File: src/hw/rtl/hpdi_pkg.sv
// Shared constants, types and helper functions for the hash partition directory index.
// No dependencies; hpdi_mod and the top level refer to it by scoped names.
package hpdi_pkg;

    // Field widths
    localparam int SRV_W  = 16;
    localparam int HASH_W = 8;
    localparam int PIDX_W = 8;
    localparam int ACT_W  = 3;
    localparam int CFG_W  = 16;
    localparam int CIDX_W = 2;

    // Default geometry
    localparam int DEF_MAP_WORDS   = 8;
    localparam int DEF_WORD_BITS   = 32;
    localparam int DEF_RADIX_LIMIT = 8;

    // Action codes
    localparam logic [ACT_W-1:0] ACT_LOOKUP  = 3'd0;
    localparam logic [ACT_W-1:0] ACT_SPLIT   = 3'd1;
    localparam logic [ACT_W-1:0] ACT_SET     = 3'd2;
    localparam logic [ACT_W-1:0] ACT_CLEAR   = 3'd3;
    localparam logic [ACT_W-1:0] ACT_MIGRATE = 3'd4;

    // Configuration register indexes
    localparam logic [CIDX_W-1:0] CFG_ZEROTH  = 2'd0;
    localparam logic [CIDX_W-1:0] CFG_COUNT   = 2'd1;
    localparam logic [CIDX_W-1:0] CFG_POLICY  = 2'd2;
    localparam logic [CIDX_W-1:0] CFG_BUCKETS = 2'd3;

    // Split policy codes
    localparam logic [1:0] POL_UNBOUNDED = 2'd0;
    localparam logic [1:0] POL_NEVER     = 2'd1;
    localparam logic [1:0] POL_BOUNDED   = 2'd2;
    localparam logic [1:0] POL_UNSPLIT   = 2'd3;

    // Status of the modulo unit
    typedef struct packed {
        logic busy;
        logic done;
    } t_mod_stat;

    // Number of significant bits of a value
    function automatic logic [4:0] f_bit_len(input logic [15:0] v);
        logic [4:0] n;
        n = 5'd0;
        for (int i = 0; i < 16; i++) begin
            if (v[i]) n = 5'(i + 1);
        end
        return n;
    endfunction

    // Mask that keeps the low n bits of a hash tail
    function automatic logic [HASH_W-1:0] f_low_mask(input logic [4:0] n);
        logic [HASH_W-1:0] m;
        if (n >= 5'(HASH_W)) m = '1;
        else m = (HASH_W'(1) << n) - HASH_W'(1);
        return m;
    endfunction

endpackage

File: src/hw/rtl/hpdi_ram.sv
// Generic single-port-write, single-port-read RAM with a registered read.
// No dependencies.
module hpdi_ram #(
    parameter int WIDTH = 32,
    parameter int DEPTH = 8
) (
    input  logic                                          i_clk,
    input  logic                                          i_we,
    input  logic [((DEPTH > 1) ? $clog2(DEPTH) : 1)-1:0]  i_waddr,
    input  logic [WIDTH-1:0]                              i_wdata,
    input  logic [((DEPTH > 1) ? $clog2(DEPTH) : 1)-1:0]  i_raddr,
    output logic [WIDTH-1:0]                              o_rdata
);
    logic [WIDTH-1:0] r_mem [DEPTH];
    logic [WIDTH-1:0] r_rdata;

    // Write port and registered read port
    always_ff @(posedge i_clk) begin
        if (i_we) begin
            r_mem[i_waddr] <= i_wdata;
        end
        r_rdata <= r_mem[i_raddr];
    end

    assign o_rdata = r_rdata;
endmodule

File: src/hw/rtl/hpdi_mod.sv
// Bit-serial restoring remainder unit: dividend mod divisor, one bit a cycle.
// Depends on hpdi_pkg for the server width and the status struct.
module hpdi_mod (
    input  logic                     i_clk,
    input  logic                     i_rst_n,
    input  logic                     i_start,
    input  logic [hpdi_pkg::SRV_W:0] i_dividend,
    input  logic [hpdi_pkg::SRV_W-1:0] i_divisor,
    output hpdi_pkg::t_mod_stat      o_stat,
    output logic [hpdi_pkg::SRV_W-1:0] o_rem
);
    localparam int DW = hpdi_pkg::SRV_W + 1;
    localparam int CW = $clog2(DW + 1);

    logic              r_busy;
    logic              r_done;
    logic [CW-1:0]     r_cnt;
    logic [DW-1:0]     r_num;
    logic [DW-2:0]     r_rem;
    logic [DW-2:0]     r_div;
    logic [DW-1:0]     trial;

    assign trial = {r_rem, r_num[DW-1]};

    // Shift in one dividend bit, subtract when it fits
    always_ff @(posedge i_clk) begin
        if (!i_rst_n) begin
            r_busy <= 1'b0;
            r_done <= 1'b0;
            r_cnt  <= '0;
        end else begin
            r_done <= 1'b0;
            if (i_start) begin
                r_busy <= 1'b1;
                r_cnt  <= CW'(DW);
                r_num  <= i_dividend;
                r_rem  <= '0;
                r_div  <= i_divisor;
            end else if (r_busy) begin
                if (trial >= {1'b0, r_div}) r_rem <= (DW-1)'(trial - {1'b0, r_div});
                else r_rem <= trial[DW-2:0];
                r_num <= r_num << 1;
                r_cnt <= r_cnt - CW'(1);
                if (r_cnt == CW'(1)) begin
                    r_busy <= 1'b0;
                    r_done <= 1'b1;
                end
            end
        end
    end

    assign o_stat.busy = r_busy;
    assign o_stat.done = r_done;
    assign o_rem       = r_rem;
endmodule

File: src/hw/rtl/hash_partition_directory_index.sv
// Top level of the hash partition directory index: control sequencer around the bitmap RAM.
// Depends on hpdi_pkg, hpdi_ram and hpdi_mod.
//
// Usage: an item (action, hash tail, partition index) enters on i_valid/o_ready and
// one result item (partition, server, splittable, moves, error) leaves on
// o_valid/i_ready. Configuration is written through i_cfg_we/i_cfg_index/i_cfg_data
// while no item is in flight. One item is worked on at a time; o_ready is high only
// while the sequencer is idle, and a finished result waits in the output register,
// so the next item is taken while the receiver stalls.
// Each bitmap test steps through address split, RAM read and check. A lookup walks one
// test per level (at most radix+1 levels), then runs the bit-serial modulo for the
// server number and issues the result. A split query tests the named partition and
// then each child candidate in turn (form it, test it); set and clear write the bitmap
// and then scan, stepping one word per cycle down the word-occupancy flags and then
// one bit per cycle down the highest occupied word to recompute the radix. A migration
// check goes straight to the result without a bitmap test.
// At reset the bitmap holds partition 0 only, the radix is one and the registers take
// their defaults; per-word valid bits stand in for the RAM contents, so no clearing
// pass is needed.
module hash_partition_directory_index #(
    parameter int MAP_WORDS   = hpdi_pkg::DEF_MAP_WORDS,
    parameter int WORD_BITS   = hpdi_pkg::DEF_WORD_BITS,
    parameter int RADIX_LIMIT = hpdi_pkg::DEF_RADIX_LIMIT
) (
    input  logic                          i_clk,
    input  logic                          i_rst_n,
    input  logic                          i_cfg_we,
    input  logic [hpdi_pkg::CIDX_W-1:0]   i_cfg_index,
    input  logic [hpdi_pkg::CFG_W-1:0]    i_cfg_data,
    input  logic                          i_valid,
    output logic                          o_ready,
    input  logic [hpdi_pkg::ACT_W-1:0]    i_action,
    input  logic [hpdi_pkg::HASH_W-1:0]   i_hash_tail,
    input  logic [hpdi_pkg::PIDX_W-1:0]   i_partition_index,
    output logic                          o_valid,
    input  logic                          i_ready,
    output logic [hpdi_pkg::PIDX_W-1:0]   o_partition,
    output logic [hpdi_pkg::SRV_W-1:0]    o_server,
    output logic                          o_splittable,
    output logic                          o_moves,
    output logic                          o_error
);
    localparam int AW = (MAP_WORDS > 1) ? $clog2(MAP_WORDS) : 1;
    localparam int BW = $clog2(WORD_BITS);
    localparam int IW = ((RADIX_LIMIT > hpdi_pkg::PIDX_W) ? RADIX_LIMIT : hpdi_pkg::PIDX_W) + 1;
    localparam int MAP_BITS   = MAP_WORDS * WORD_BITS;
    localparam int INDEX_SPAN = (MAP_BITS < (2 ** RADIX_LIMIT)) ? MAP_BITS : (2 ** RADIX_LIMIT);
    localparam int SH    = 26;
    localparam int RECIP = ((2 ** SH) + WORD_BITS - 1) / WORD_BITS;
    localparam int PW    = IW + 24;

    typedef struct packed {
        logic [hpdi_pkg::PIDX_W-1:0] part;
        logic [hpdi_pkg::SRV_W-1:0]  server;
        logic                        split;
        logic                        moves;
        logic                        err;
    } t_result;

    typedef enum logic [3:0] {
        S_IDLE, S_ADDR, S_RD, S_CHK, S_SPK, S_WSCAN, S_WGET, S_BSCAN, S_MOD, S_OUT
    } t_state;

    t_state                      r_state;
    logic [hpdi_pkg::SRV_W-1:0]  r_zeroth;
    logic [hpdi_pkg::SRV_W-1:0]  r_count;
    logic [1:0]                  r_policy;
    logic [8:0]                  r_buckets;
    logic [3:0]                  r_radix;
    logic [hpdi_pkg::ACT_W-1:0]  r_action;
    logic [IW-1:0]               r_idx;
    logic [hpdi_pkg::PIDX_W-1:0] r_base;
    logic [3:0]                  r_k;
    logic                        r_phase;
    logic                        r_ivld;
    logic [PW-1:0]               r_prod;
    logic [BW-1:0]               r_bit;
    logic [AW-1:0]               r_rword;
    logic [AW-1:0]               r_w;
    logic [BW-1:0]               r_b;
    logic [WORD_BITS-1:0]        r_data;
    logic [MAP_WORDS-1:0]        r_wvalid;
    logic [MAP_WORDS-1:0]        r_nz;
    t_result                     r_res;
    t_result                     r_out;
    logic                        r_ovalid;

    logic [IW-1:0]               quot;
    logic [AW-1:0]               ram_raddr;
    logic                        ram_we;
    logic [WORD_BITS-1:0]        ram_wdata;
    logic [WORD_BITS-1:0]        ram_q;
    logic [WORD_BITS-1:0]        word;
    logic                        present;
    logic [hpdi_pkg::SRV_W-1:0]  count_eff;
    logic [24:0]                 bound;
    logic                        split_ok;
    logic [IW-1:0]               child;
    logic [4:0]                  idx_len;
    logic [4:0]                  pidx_len;
    logic [15:0]                 high;
    logic [4:0]                  high_len;
    logic                        pidx_ok;
    t_result                     n_res;
    logic                        mod_start;
    hpdi_pkg::t_mod_stat         mod_stat;
    logic [hpdi_pkg::SRV_W-1:0]  mod_rem;

    // Bitmap storage
    hpdi_ram #(
        .WIDTH (WORD_BITS),
        .DEPTH (MAP_WORDS)
    ) u_map (
        .i_clk   (i_clk),
        .i_we    (ram_we),
        .i_waddr (r_rword),
        .i_wdata (ram_wdata),
        .i_raddr (ram_raddr),
        .o_rdata (ram_q)
    );

    // Server number modulo the server count
    hpdi_mod u_mod (
        .i_clk      (i_clk),
        .i_rst_n    (i_rst_n),
        .i_start    (mod_start),
        .i_dividend ((hpdi_pkg::SRV_W + 1)'(r_idx[hpdi_pkg::PIDX_W-1:0])
                     + (hpdi_pkg::SRV_W + 1)'(r_zeroth)),
        .i_divisor  (count_eff),
        .o_stat     (mod_stat),
        .o_rem      (mod_rem)
    );

    // Word and bit of the index under test, read address, presence
    always_comb begin
        quot      = IW'(r_prod >> SH);
        ram_raddr = '0;
        if (r_state == S_RD && r_ivld) ram_raddr = quot[AW-1:0];
        else if (r_state == S_WSCAN) ram_raddr = r_w;

        if (r_wvalid[r_rword]) word = ram_q;
        else if (r_rword == '0) word = WORD_BITS'(1);
        else word = '0;
        present = r_ivld && word[r_bit];

        ram_we    = (r_state == S_CHK)
                    && (r_action == hpdi_pkg::ACT_SET || r_action == hpdi_pkg::ACT_CLEAR);
        if (r_action == hpdi_pkg::ACT_SET) ram_wdata = word | (WORD_BITS'(1) << r_bit);
        else ram_wdata = word & ~(WORD_BITS'(1) << r_bit);

        count_eff = (r_count == '0) ? hpdi_pkg::SRV_W'(1) : r_count;
        bound     = 25'(r_buckets) * 25'(count_eff);
        case (r_policy)
            hpdi_pkg::POL_UNBOUNDED: split_ok = 1'b1;
            hpdi_pkg::POL_BOUNDED:   split_ok = 25'(r_idx) < bound;
            default:                 split_ok = 1'b0;
        endcase

        child    = IW'(r_base) + (IW'(1) << r_k);
        idx_len  = hpdi_pkg::f_bit_len(16'(r_idx));
        pidx_len = hpdi_pkg::f_bit_len(16'(i_partition_index));
        high     = 16'(32'(r_w) * WORD_BITS + 32'(r_b));
        high_len = hpdi_pkg::f_bit_len(high);
        mod_start = (r_state == S_CHK) && (r_action == hpdi_pkg::ACT_LOOKUP) && present;

        // Result fields known as soon as an item arrives
        pidx_ok = 32'(i_partition_index) < INDEX_SPAN;
        n_res   = '0;
        case (i_action)
            hpdi_pkg::ACT_LOOKUP: ;
            hpdi_pkg::ACT_SPLIT:  ;
            hpdi_pkg::ACT_SET:    n_res.err = !pidx_ok;
            hpdi_pkg::ACT_CLEAR:  n_res.err = (i_partition_index == '0) || !pidx_ok;
            hpdi_pkg::ACT_MIGRATE: begin
                if (pidx_ok)
                    n_res.moves = (i_hash_tail & hpdi_pkg::f_low_mask(pidx_len))
                                  == i_partition_index;
                else n_res.err = 1'b1;
            end
            default: n_res.err = 1'b1;
        endcase
    end

    // Sequencer, configuration and output register
    always_ff @(posedge i_clk) begin
        r_rword <= ram_raddr;
        if (!i_rst_n) begin
            r_state   <= S_IDLE;
            r_zeroth  <= '0;
            r_count   <= hpdi_pkg::SRV_W'(1);
            r_policy  <= hpdi_pkg::POL_UNBOUNDED;
            r_buckets <= 9'd1;
            r_radix   <= 4'd1;
            r_wvalid  <= '0;
            r_nz      <= MAP_WORDS'(1);
            r_ovalid  <= 1'b0;
        end else begin
            if (r_ovalid && i_ready && r_state != S_OUT) r_ovalid <= 1'b0;

            if (i_cfg_we) begin
                case (i_cfg_index)
                    hpdi_pkg::CFG_ZEROTH:  r_zeroth  <= i_cfg_data;
                    hpdi_pkg::CFG_COUNT:   r_count   <= i_cfg_data;
                    hpdi_pkg::CFG_POLICY:  r_policy  <= i_cfg_data[1:0];
                    hpdi_pkg::CFG_BUCKETS: r_buckets <= i_cfg_data[8:0];
                    default: ;
                endcase
            end

            case (r_state)
                // Take an item and route it by action
                S_IDLE: begin
                    if (i_valid) begin
                        r_action <= i_action;
                        r_res    <= n_res;
                        r_phase  <= 1'b0;
                        if (i_action == hpdi_pkg::ACT_LOOKUP)
                            r_idx <= IW'(i_hash_tail & hpdi_pkg::f_low_mask(5'(r_radix)));
                        else r_idx <= IW'(i_partition_index);
                        if (n_res.err || i_action == hpdi_pkg::ACT_MIGRATE) r_state <= S_OUT;
                        else r_state <= S_ADDR;
                    end
                end
                // Split the index into word and bit
                S_ADDR: begin
                    r_prod  <= PW'(r_idx) * PW'(RECIP);
                    r_ivld  <= 32'(r_idx) < INDEX_SPAN;
                    r_state <= S_RD;
                end
                S_RD: begin
                    r_bit   <= BW'(r_idx - IW'(quot * IW'(WORD_BITS)));
                    r_state <= S_CHK;
                end
                // Act on the presence of the tested partition, or write the bitmap for set and clear
                S_CHK: begin
                    case (r_action)
                        hpdi_pkg::ACT_LOOKUP: begin
                            if (present) begin
                                r_res.part <= r_idx[hpdi_pkg::PIDX_W-1:0];
                                r_state    <= S_MOD;
                            end else begin
                                r_idx   <= r_idx & ~(IW'(1) << (idx_len - 5'd1));
                                r_state <= S_ADDR;
                            end
                        end
                        hpdi_pkg::ACT_SPLIT: begin
                            if (!r_phase) begin
                                if (present) begin
                                    r_base  <= r_idx[hpdi_pkg::PIDX_W-1:0];
                                    r_k     <= idx_len[3:0];
                                    r_state <= S_SPK;
                                end else begin
                                    r_res.err <= 1'b1;
                                    r_state   <= S_OUT;
                                end
                            end else if (!present) begin
                                r_res   <= '{part: r_idx[hpdi_pkg::PIDX_W-1:0],
                                             split: split_ok, default: '0};
                                r_state <= S_OUT;
                            end else begin
                                r_k     <= r_k + 4'd1;
                                r_state <= S_SPK;
                            end
                        end
                        default: begin
                            r_wvalid[r_rword] <= 1'b1;
                            r_nz[r_rword]     <= |ram_wdata;
                            r_w               <= AW'(MAP_WORDS - 1);
                            r_state           <= S_WSCAN;
                        end
                    endcase
                end
                // Next child candidate of a split
                S_SPK: begin
                    if (32'(r_k) >= RADIX_LIMIT || 32'(child) >= INDEX_SPAN) begin
                        r_res.err <= 1'b1;
                        r_state   <= S_OUT;
                    end else begin
                        r_idx   <= child;
                        r_phase <= 1'b1;
                        r_state <= S_ADDR;
                    end
                end
                // Find the highest occupied word
                S_WSCAN: begin
                    if (r_nz[r_w]) r_state <= S_WGET;
                    else r_w <= r_w - AW'(1);
                end
                S_WGET: begin
                    r_data  <= word;
                    r_b     <= BW'(WORD_BITS - 1);
                    r_state <= S_BSCAN;
                end
                // Find the highest set bit in that word
                S_BSCAN: begin
                    if (r_data[r_b]) begin
                        r_radix <= high_len[3:0];
                        r_state <= S_OUT;
                    end else r_b <= r_b - BW'(1);
                end
                S_MOD: begin
                    if (mod_stat.done) begin
                        r_res.server <= mod_rem;
                        r_state      <= S_OUT;
                    end
                end
                // Hand the result to the output register
                S_OUT: begin
                    if (!r_ovalid || i_ready) begin
                        r_out    <= r_res;
                        r_ovalid <= 1'b1;
                        r_state  <= S_IDLE;
                    end
                end
                default: r_state <= S_IDLE;
            endcase
        end
    end

    assign o_ready      = (r_state == S_IDLE);
    assign o_valid      = r_ovalid;
    assign o_partition  = r_out.part;
    assign o_server     = r_out.server;
    assign o_splittable = r_out.split;
    assign o_moves      = r_out.moves;
    assign o_error      = r_out.err;

    // Checks on the sequencer
    a_mod_idle: assert property (@(posedge i_clk) disable iff (!i_rst_n)
        (r_state == S_IDLE) |-> !mod_stat.busy) else $error("modulo unit busy while idle");
    a_one_item: assert property (@(posedge i_clk) disable iff (!i_rst_n)
        (i_valid && o_ready) |=> !o_ready) else $error("second item taken during work");
    a_mod_done: assert property (@(posedge i_clk) disable iff (!i_rst_n)
        mod_stat.done |-> (r_state == S_MOD)) else $error("modulo result outside wait");
    a_write_scan: assert property (@(posedge i_clk) disable iff (!i_rst_n)
        ram_we |=> (r_state == S_WSCAN)) else $error("bitmap write without radix scan");
endmodule
File: config.mk
export PLATFORM = sky130hd
export DESIGN_NAME = hash_partition_directory_index
export DESIGN_NICKNAME = d
export VERILOG_FILES = /design/src/hw/rtl/hpdi_pkg.sv /design/src/hw/rtl/hpdi_ram.sv /design/src/hw/rtl/hpdi_mod.sv /design/src/hw/rtl/hash_partition_directory_index.sv
export SDC_FILE = /design/constraint.sdc
export NUM_CORES = 1
export LEC_CHECK = 0
export BUFFER_PORTS_ARGS = -buffer_cell sky130_fd_sc_hd__buf_2
export CAP_MARGIN = 20
export CORE_UTILIZATION = 63
export DETAILED_ROUTE_END_ITERATION = 8
export PLACE_DENSITY = 0.8
export SYNTH_ARGS = -nofsm -noshare
export SYNTH_HDL_FRONTEND = slang
export SYNTH_SLANG_ARGS = --single-unit
File: constraint.sdc
create_clock -name i_clk -period 8.3 [get_ports i_clk]
set_clock_uncertainty 0.2 [all_clocks]
set_input_delay 0.415 -clock i_clk [delete_from_list [all_inputs] [get_ports i_clk]]
set_output_delay 0.415 -clock i_clk [all_outputs]
set_load 0.01 [all_outputs]
Word level (Yosys, flattened, before mapping)
Memory sizes are Yosys's and may differ from the RTL's. A register that Yosys moved wholly into a read port is not among the register bits.
Cells that the tools add are included.
- add/sub/neg operators: 12
- multiply operators: 1
- $lt $le $gt $ge: 12
- equal/unequal tests: 41
- shifts and indexed selects: 5
- muxes and demuxes: 117
- bitwise gates (word level): 12
- reduce and logical (&&, ||, !) cells: 57
- operators by type and width (operator ; number):
    two-way mux 4 bit ; 27
    two-way mux 5 bit ; 17
    two-way mux 8 bit ; 9
    two-way mux 16 bit ; 4
    two-way mux 32 bit ; 2
    two-way mux 27 bit ; 2
    one-hot mux 16 bit (3 select lines) ; 1
    one-hot mux 4 bit (10 select lines) ; 1
    two-way mux 9 bit ; 4
    two-way mux 17 bit ; 2
    AND 32 bit ; 1
    inverter 32 bit ; 1
    bitwise OR 32 bit ; 1
    one-hot mux 8 bit (2 select lines) ; 2
    OR reduction 32 bit ; 1
    left shift 1 x 5 -> 32 bit, first input constant ; 1
    one-hot mux 9 bit (3 select lines) ; 1
    two-way mux 26 bit ; 1
    less-than comparator 9 x 25 -> 1 bit ; 1
    multiplier 9 x 16 -> 25 bit ; 1
    two-way mux 1 bit ; 24
    AND reduction 2 bit ; 11
    != test 2 bit, second input constant ; 10
    subtractor 5 x 1 -> 5 bit, second input constant ; 4
    70 further kinds ; 128
- register bits: 260
- RAM bits: 256
- bits of input ports: 42
- output and inout bits: 29
- memories: 1
- memory list (name ; depth ; width ; read ports ; clocked after Yosys merged registers in ; write ports ; line ; source):
    u_map.r_mem ; 8 ; 32 ; 1 ; 1 ; 1 ; hpdi_ram.sv:14 ; logic [WIDTH-1:0] r_mem [DEPTH];

Depth between registers and ports, before layout
Gate-level depths: netlist (run 1).
- depth after elaboration: 17
- depth in mapped cells: 25

Modules after synthesis
A second synthesis (run 1) with hierarchy kept.
- cell total of the unflattened synthesis: 2408
- area, all modules: 29353.2 sq um
- by module, submodules not included (module ; times used ; cells an instance ; area each (sq um) ; seq. area each (sq um)):
    hash_partition_directory_index ; 1 ; 1728 ; 15738.8 ; 5265.0
    hpdi_ram ; 1 ; 415 ; 10466.3 ; 8328.0
    hpdi_mod ; 1 ; 265 ; 3148.0 ; 1611.5

Least setup slack after synthesis (run 1)
Ideal clock, no wire load.
- path type: register -> register
- start: register r_rword[2]
- end: register u_mod.r_rem[0] (netlist: u_mod.o_rem[0]), enable pin
- arrival: 5.081 ns
- required time: 7.631 ns
- slack: 2.550 ns
- stages on the path, launching flop included: 12
- path buffers: 3
- cells stage by stage: dfxtp_1 mux2_2 mux4_2 buf_6 or2_1 buf_2 nor4b_1 a211o_1 nand3_1 or3_1 clkbuf_1 o21ai_0
- word-level cells in the longest chain between the ends: 9
- elaborated cells on any way between the ends: 11
- classes of those cells: mux (6); reduce/logical (5)
- ends and longest elaborated chain (item ; line ; source):
    start, declared ; hash_partition_directory_index.sv:78 ; logic [AW-1:0] r_rword;
    start signal, assigned ; hash_partition_directory_index.sv:186 ; r_rword <= ram_raddr;
    binary-select mux 1 bit (select 3 bit) or zero test 3 bit (tied branches) ; hash_partition_directory_index.sv:141, hash_partition_directory_index.sv:142 ;
    two-way mux 1 bit (on tied branches) ; hash_partition_directory_index.sv:141, hash_partition_directory_index.sv:142 ;
    two-way mux 32 bit (*) ; hash_partition_directory_index.sv:141 ; if (r_wvalid[r_rword]) word = ram_q;
    binary-select mux 1 bit (select 5 bit) (*) ; hash_partition_directory_index.sv:144 ; present = r_ivld && word[r_bit];
    two-way mux 1 bit (implied by the code) (*) ; hash_partition_directory_index.sv:144 ;
    logical AND 1 bit (*) ; hash_partition_directory_index.sv:144 ;
    logical AND 1 bit (*) ; hash_partition_directory_index.sv:164 ; mod_start = (r_state == S_CHK) && (r_action == hpdi_pkg::ACT_LOOKUP) && present;
    nonzero test 2 bit (no line) (*) ; - ;
    AND reduction 2 bit (no line) (*) ; - ;
    end signal, assigned ; hpdi_mod.sv:40 ; if (trial >= {1'b0, r_div}) r_rem <= (DW-1)'(trial - {1'b0, r_div});
    end signal, assigned ; hpdi_mod.sv:41 ; else r_rem <= trial[DW-2:0];
    end, declared ; hpdi_mod.sv:19 ; logic [DW-2:0] r_rem;
Every way passes the cells marked *; elsewhere a longest branch is shown, timed or not. The select of a mux whose other input is x is not followed.
A chain may end at the register's enable or synchronous reset.

Worst setup path after layout (run 1)
- start: register r_count[12] (netlist bit)
- end: register r_res[2] (netlist bit), data pin
- word-level cells in the longest chain between the ends: 9
- ends and longest elaborated chain (item ; line ; source):
    start, declared ; hash_partition_directory_index.sv:66 ; logic [hpdi_pkg::SRV_W-1:0] r_count;
    start signal, assigned ; hash_partition_directory_index.sv:190 ; r_count <= hpdi_pkg::SRV_W'(1);
    start signal, assigned ; hash_partition_directory_index.sv:203 ; hpdi_pkg::CFG_COUNT: r_count <= i_cfg_data;
    zero test 16 bit ; hash_partition_directory_index.sv:151 ; count_eff = (r_count == '0) ? hpdi_pkg::SRV_W'(1) : r_count;
    two-way mux 16 bit ; hash_partition_directory_index.sv:151 ;
    via count_eff (one bit) ; hash_partition_directory_index.sv:95 ; logic [hpdi_pkg::SRV_W-1:0] count_eff;
    multiplier 9 x 16 -> 25 bit ; hash_partition_directory_index.sv:152 ; bound = 25'(r_buckets) * 25'(count_eff);
    less-than comparator 9 x 25 -> 1 bit ; hash_partition_directory_index.sv:155 ; hpdi_pkg::POL_BOUNDED: split_ok = 25'(r_idx) < bound;
    one-hot mux 1 bit (2 select lines) ; hash_partition_directory_index.sv:153 ; case (r_policy)
    two-way mux 27 bit ; hash_partition_directory_index.sv:256 ; end else if (!present) begin
    two-way mux 26 bit ; hash_partition_directory_index.sv:247 ; if (!r_phase) begin
    two-way mux 19 bit ; hash_partition_directory_index.sv:236 ; case (r_action)
    one-hot mux 2 bit (2 select lines) ; hash_partition_directory_index.sv:210 ; case (r_state)
    end signal, assigned ; hash_partition_directory_index.sv:215 ; r_res <= n_res;
    end signal, assigned ; hash_partition_directory_index.sv:257 ; r_res <= '{part: r_idx[hpdi_pkg::PIDX_W-1:0],
    end, declared ; hash_partition_directory_index.sv:84 ; t_result r_res;
The timed path passes the listed nets, and every way through them passes these cells. The select of a mux whose other input is x is not followed.

==> results of run 1 <==
## per-layer routing
metal	vias to the layer above	global-route usage (%)	part of all wire, %
met3	181	5.73	9.9
li1	9742	-	-
met2	1159	46.6	46
met4	0	9.08	2.8
met1	10300	42.7	41
met5	-	0	0
## final cells by class
| class | instances | area (sq um) |
|---|---|---|
| clock buffer | 71 | 1480 |
| clock inverter | 29 | 288 |
| fill | 3155 | 13500 |
| inverter | 213 | 801 |
| multi-input combinational | 1886 | 12500 |
| sequential | 543 | 15200 |
| tap | 600 | 751 |
| timing repair buffer | 125 | 807 |
## synthesized netlist by cell type (12+ instances only)
library cell and instances:
a31oi_1 22, o21ai_0 113, o211ai_1 19, nor2b_1 28, a211oi_1 15, inv_1 212, and3_1 14, dfxtp_1 110
nor3_1 36, a21o_1 18, nor2_1 143, a21oi_1 120, nor4_1 12, fa_1 102, xnor2_1 26, mux2i_1 24
nand2_1 541, ha_1 98, xor2_1 23, edfxtp_1 433, mux4_2 18, o21a_1 13, nand2b_1 16, nand3_1 193
or3_1 12, and2_1 132, clkbuf_1 140
## per-stage QoR
step                      utilization [%]  instances
after global routing                 70.2       3467
after global placement               65.8       3343
final                                70.2       3467
after floorplan                         -       2799
after CTS                            70.1       3464
after detailed placement             65.8       3345
## kinds of logic (layout without fill, tap and decap cells)
family | count (synthesis) | count (layout) | synth area share (%)
AND/OR/NAND/NOR | 1176 | 1176 | 18.7
AO/OA/AOI/OAI | 409 | 409 | 8.73
flip-flops | 543 | 543 | 52.4
multiplexers | 52 | 52 | 2.61
buffers and inverters | 370 | 438 | 4.83
XOR/XNOR | 49 | 49 | 1.48
adder cells (fa/ha/maj) | 200 | 200 | 11.3
## flip-flops by register name, summed over array words and instances (netlist names), 8 cells and up
name           count
o_partition        8
o_server          16
r_base             8
r_buckets          9
r_count           16
r_data            32
r_idx              9
r_nz               8
r_res             27
r_wvalid           8
r_zeroth          16
u_map.o_rdata     32
u_map.r_mem      256
u_mod.o_rem       16
u_mod.r_div       16
u_mod.r_num       17
## how the worst max path moves through the flow
stage | cells past startpoint | end | slack (ns) | from
2_1_floorplan | 11 | u_mod.o_rem[0]$_SDFFCE_PP0P_ | 2.55 | r_rword[2]$_DFF_P_
3_3_place_gp | 22 | r_res[2]$_SDFFCE_PP0P_ | 1.93 | r_count[13]$_SDFFE_PN0P_
3_5_place_dp | 22 | r_res[2]$_SDFFCE_PP0P_ | 1.84 | r_count[12]$_SDFFE_PN0P_
4_1_cts | 22 | r_res[2]$_SDFFCE_PP0P_ | 1.83 | r_count[8]$_SDFFE_PN0P_
5_1_grt | 22 | r_res[2]$_SDFFCE_PP0P_ | 1.31 | r_count[12]$_SDFFE_PN0P_
6_report | 22 | r_res[2]$_SDFFCE_PP0P_ | 1.78 | r_count[12]$_SDFFE_PN0P_
## power groups by stage
stage	Clock (uW)	Combinational [uW]	Sequential, uW
3_5_place_dp	0	899	3390
2_1_floorplan	0	680	3270
3_3_place_gp	0	870	3390
4_1_cts	2450	916	3340
5_1_grt	2550	1020	3360
6_report	2430	931	3350
## what timing repair did
item,in CTS,in global routing
hold endpoints to repair,46,0
setup buffers,0,0
endpoints found under the setup margin,0,0
hold buffers,19,0
==> results_dict.tcl, run 1 <==
set metrics [dict create \
    slew_headroom_pct 25.8 \
    design_area_sq_um 31800 \
    htreeDepth 2 \
    r2r_start "r_count[12]$_SDFFE_PN0P_" \
    worstPathMaxFanout 12 \
    io_pins 71 \
    period_share_pct 78.5 \
    nNetsFinal 3064 \
    io_buffers 70 \
    cts_tree "done" \
    p_comb_share_pct 13.9 \
    ys_seq_area_share_pct 52.4 \
    die_y_microns 217 \
    grt_overflow_total 0 \
    synthArstFlopShare_pct 0 \
    syn_area_sq_um 29000 \
    grt_usage_pct 29.9 \
    cts_buffers 53 \
    status "finished, final reports clean" \
    hold_violations 0 \
    cp-end-kind "register" \
    layout_setup_ws_ns 1.78 \
    vias_per_cell 6.17 \
    layout_common_cells "nand2_1, edfxtp_1, inv_1" \
    clk_latency_ns 0.62 \
    antenna_found_initial 0 \
    hp-start "i_rst_n" \
    critical-path-top-delay-family "adder cells" \
    max_stage_delay_ns 0.61 \
    worstHoldPathCells 2 \
    cts-resized-gates 0 \
    path_cells "nor3_1, a41oi_1, inv_1, nand2_1, fa_1, fa_1, inv_1, fa_1, inv_1, fa_1, inv_1, ha_1, xor2_1, ha_1, o21ai_0, a21oi_1, o221ai_1, nor4_1, o2111ai_1, nand4b_1, nor4_1, a211oi_1" \
    p_per_area_nw_per_um2 211 \
    p_sw_uw 1860 \
    area_growth_pct 9.67 \
    p_seq_share_pct 49.9 \
    reg2reg_to "r_res[2]$_SDFFCE_PP0P_" \
    finalCriticalPeriod_ns 6.52 \
    cts_root_buf "clkbuf_16" \
    drv_slew 0 \
    criticalPathCategory "register to register" \
    design.core.area_sq_um 45400 \
    pre_cts_ws_ns 1.84 \
    max-cap-violations 0 \
    final_common_cell "nand2_1" \
    cts_buffer_depth 3 \
    synthFlopType "edfxtp_1" \
    crit_arrival_ns 6.62 \
    setup_viol 0 \
    yosysTopAreaCellShare_pct 44.8 \
    drc 0 \
    synth_top_area_cell "edfxtp_1" \
    vias 21400 \
    peakVddDrop_uv 205 \
    row_count 78 \
    swShare_pct 27.7 \
    tightest_slew_ns 1.11 \
    cp-start-kind "register" \
    synth-seq-cells 543 \
    clockPowerShare_pct 36.2 \
    synth_edf_count 433 \
    wl_per_cell_microns 20.2 \
    drt_iter0_markers 2572 \
    holdWs_ns 0.0459 \
    grt_max_degree 87 \
    synth_cell_types 74 \
    cts.sink_count 543 \
    yosys_warnings 0 \
    placed_area_sq_um 29900 \
    max_freq_mhz 153 \
    cp_slowest_cell "a41oi_1" \
    reg2reg_slack_ns 1.78 \
    rsz0062_at_grt "false" \
    power.leakage_uw 0.0127 \
    drive_above_1_share_pct 8.55 \
    design.die.area_sq_um 47000 \
    power_uw 6720 \
    firstDrtPassIters 8 \
    start_util_pct 64.0 \
    final_antenna_net_count 0 \
    antenna_cells 0 \
    syn-mean-instance-area_sq_um 10.4 \
    die_w_microns 217 \
    netlist_instances 2799 \
    grt_pass1_wl_microns 110000 \
    crit_buf_inv 4 \
    cp.required_ns 8.40 \
    rr_worst_depth 22 \
    clk_pin_slew_worst_paths_ns 0.06 \
    grt_pass1_vias 20600 \
    place_congestion 0.981 \
    min_to "r_radix[0]$_SDFFE_PN1P_" \
    wirelength_microns 70000 \
    syn-num-nets 3041 \
    setup_tns_ns 0 \
    intPower_uw 4860 \
    hold_class "primary input to register" \
    synth.area.top_cells "edfxtp_1, dfxtp_1, fa_1" \
    hpwl_microns 46500 \
]
(Power assumes the default switching activity.)
==> run 2: changes to the inputs <==
--- a/config.mk
+++ b/config.mk
@@ -5,11 +5,12 @@
 export SDC_FILE = /design/constraint.sdc
 export NUM_CORES = 1
 export LEC_CHECK = 0
+export ABC_AREA = 1
 export BUFFER_PORTS_ARGS = -buffer_cell sky130_fd_sc_hd__buf_2
 export CAP_MARGIN = 20
-export CORE_UTILIZATION = 63
+export CORE_UTILIZATION = 57
 export DETAILED_ROUTE_END_ITERATION = 8
-export PLACE_DENSITY = 0.8
+export PLACE_DENSITY = 0.77
 export SYNTH_ARGS = -nofsm -noshare
 export SYNTH_HDL_FRONTEND = slang
 export SYNTH_SLANG_ARGS = --single-unit
==> constraint.sdc (replaced) <==
create_clock -name i_clk -period 5.65 [get_ports i_clk]
set_clock_uncertainty 0.2 [all_clocks]
set_input_delay 0.2825 -clock i_clk [delete_from_list [all_inputs] [get_ports i_clk]]
set_output_delay 0.2825 -clock i_clk [all_outputs]
set_load 0.01 [all_outputs]
==> results_dict.tcl, run 2 <==
set metrics [dict create \
    grt_pass1_wl_microns 109000 \
    synth_edf_count 433 \
    synthTopCellsByCount "inv_1, edfxtp_1, nor2_1, nand2_1, o21ai_0" \
    clk_latency_ns 0.63 \
    synth_cell_types 50 \
    power.leakage_uw 0.0137 \
    cp.required_ns 5.83 \
    reg2reg_to "r_res[2]$_SDFFCE_PP0P_" \
    hold_class "primary input to register" \
    final_antenna_net_count 0 \
    finalCriticalPeriod_ns 5.40 \
    rr_worst_depth 22 \
    grt_overflow_total 0 \
    vias 22000 \
    max_freq_mhz 185 \
    die_w_microns 227 \
    cp-endpoint "r_res[2]$_SDFFCE_PP0P_" \
    criticalPathCategory "register to register" \
    slew_headroom_pct 15.6 \
    design.die.area_sq_um 51400 \
    holdWs_ns 0.0525 \
    tightest_slew_ns 1.26 \
    vias_per_cell 5.79 \
    layout_common_cells "inv_1, edfxtp_1, nor2_1" \
    p_per_area_nw_per_um2 315 \
    ys_seq_area_share_pct 52.9 \
    max-cap-violations 0 \
    drv_slew 0 \
    hp-start "i_partition_index[3]" \
    cts_root_buf "clkbuf_16" \
    wirelength_microns 69500 \
    synth.area.top_cells "edfxtp_1, dfxtp_1, fa_1" \
    area_growth_pct 11.1 \
    hpwl_microns 45700 \
    wl_per_cell_microns 18.3 \
    grt_usage_pct 27.1 \
    post-synth-top-count-cell "inv_1" \
    antenna_cells 0 \
    largest_reg_flops 256 \
    status "finished, final reports clean" \
    worstPathMaxFanout 10 \
    crit_arrival_ns 5.59 \
    synth_top_area_cell "edfxtp_1" \
    cp-start-kind "register" \
    yosys_warnings 0 \
    rsz0062_at_grt "false" \
    io_buffers 70 \
    htreeDepth 2 \
    design.core.area_sq_um 49400 \
    cp-end-kind "register" \
    setup_viol 0 \
    max_stage_delay_ns 0.62 \
    synth-seq-cells 543 \
    max_flop_register "u_map.r_mem" \
    clk_pin_slew_worst_paths_ns 0.07 \
    setup_tns_ns 0 \
    cts_buffers 52 \
    io_pins 71 \
    firstDrtPassIters 6 \
    start_util_pct 58.3 \
    drive_above_1_share_pct 7.72 \
    netlist_instances 3029 \
    synthFlopType "edfxtp_1" \
    startpoint "r_buckets[0]$_SDFFE_PN1P_" \
    grt_max_degree 79 \
    r2r_start "r_buckets[0]$_SDFFE_PN1P_" \
    reg2reg_slack_ns 0.25 \
    hold_violations 0 \
    drt_iter0_markers 2463 \
    path_cells "buf_4, nand2_1, fa_1, inv_1, ha_1, ha_1, inv_1, fa_1, inv_1, ha_1, fa_1, nand3_1, nand2_1, xor2_1, ha_1, nand2_1, nor2_1, nand2_1, o2111ai_1, nand4_1, nand2_1, a21oi_1" \
    syn_area_sq_um 28800 \
    yosysTopAreaCellShare_pct 45.2 \
    crit_path_frequent_cell "nand2_1" \
    place_congestion 0.964 \
    peakVddDrop_uv 234 \
    grt_pass1_vias 21100 \
    fill_cells 3723 \
    antenna_found_initial 0 \
    row_count 81 \
    nNetsFinal 3336 \
    drc 0 \
    synthArstFlopShare_pct 0 \
    die_y_microns 227 \
    syn-num-nets 3271 \
    syn-mean-instance-area_sq_um 9.50 \
    cp_slowest_cell "dfxtp_1" \
    cts_tree "done" \
    period_share_pct 95.6 \
    cts.sink_count 543 \
    final_common_cell "inv_1" \
    cts_buffer_depth 3 \
    worstHoldPathCells 3 \
]
-- run 2: repair_timing --
item	CTS	global route
hold buffers	35	0
buffers inserted	0	2
resized for setup	1	13
hold endpoints to repair	52	0
pin swaps	0	2
endpoints found under the setup margin	1	1
-- run 2: how the worst min path moves through the flow --
stage                             to  slack (ns)
4_1_cts           r_idx[3]$_DFFE_PP_       0.009
3_5_place_dp   o_server[7]$_DFFE_PP_        0.20
5_1_grt           r_idx[3]$_DFFE_PP_        0.04
3_3_place_gp   o_server[5]$_DFFE_PP_        0.20
6_report          r_idx[3]$_DFFE_PP_        0.05
2_1_floorplan  r_action[0]$_DFFE_PP_        0.18
-- run 2: cells by family (layout without fill, tap and decap cells) --
kind of cell,count (synthesis),after routing,share of synthesized area [%]
AO/OA/AOI/OAI,627,627,12.1
flip-flops,543,543,52.9
adder cells (fa/ha/maj),200,200,11.4
AND/OR/NAND/NOR,1001,1001,14.1
XOR/XNOR,50,50,1.52
buffers and inverters,608,715,8.08
-- run 2: area by class of cell --
type | instances | area (sq um) | area share [%]
flip-flops and latches | 543 | 15200 | 47.6
multi-input cells | 1878 | 11400 | 35.6
inverters | 463 | 1740 | 5.44
clock buffers | 68 | 1420 | 4.45
repair buffers | 156 | 1110 | 3.48
well taps | 664 | 831 | 2.60
clock inverters | 28 | 283 | 0.885
-- run 2: worst max-delay path: cells and delay by family, from the launching register on --
kind / cells / cell delay (ns)
xor+xnor: 1 / 0.20
simple gates: 8 / 0.87
buf+inv: 4 / 0.41
fa+ha+maj: 7 / 2.64
compound gates: 2 / 0.26
flops: 1 / 0.62
-- run 2: per-stage QoR --
stage / total power [uW] / instance area [sq um] / setup slack, ns / util (%) / cells
after floorplan: 6070 / 28800 / 0.507 / - / 3029
after detailed placement: 6640 / 29800 / -0.0326 / 60.3 / 3662
final: 10100 / 32000 / 0.247 / 64.8 / 3800
after global routing: 10500 / 32000 / 0.00405 / 64.8 / 3800
after global placement: 6580 / 29800 / 0.0254 / 60.3 / 3662
after CTS: 10100 / 31800 / 0.104 / 64.5 / 3793
-- run 2: where the power goes --
part | switching [uW] | total [uW] | internal, uW
Sequential | 180 | 4900 | 4720
Combinational | 1230 | 1740 | 516
Clock | 1510 | 3440 | 1920
-- run 2: metal layers --
metal | GRT usage [%] | part of all wire [%] | wire length (microns) | vias up
met3 | 3.72 | 8.0 | 5570 | 164
met1 | 37.8 | 42 | 29300 | 10600
met4 | 9.13 | 2.5 | 1760 | 0
met2 | 43.8 | 47 | 32900 | 1076
met5 | 0 | 0 | 0 | -
li1 | - | - | - | 10200
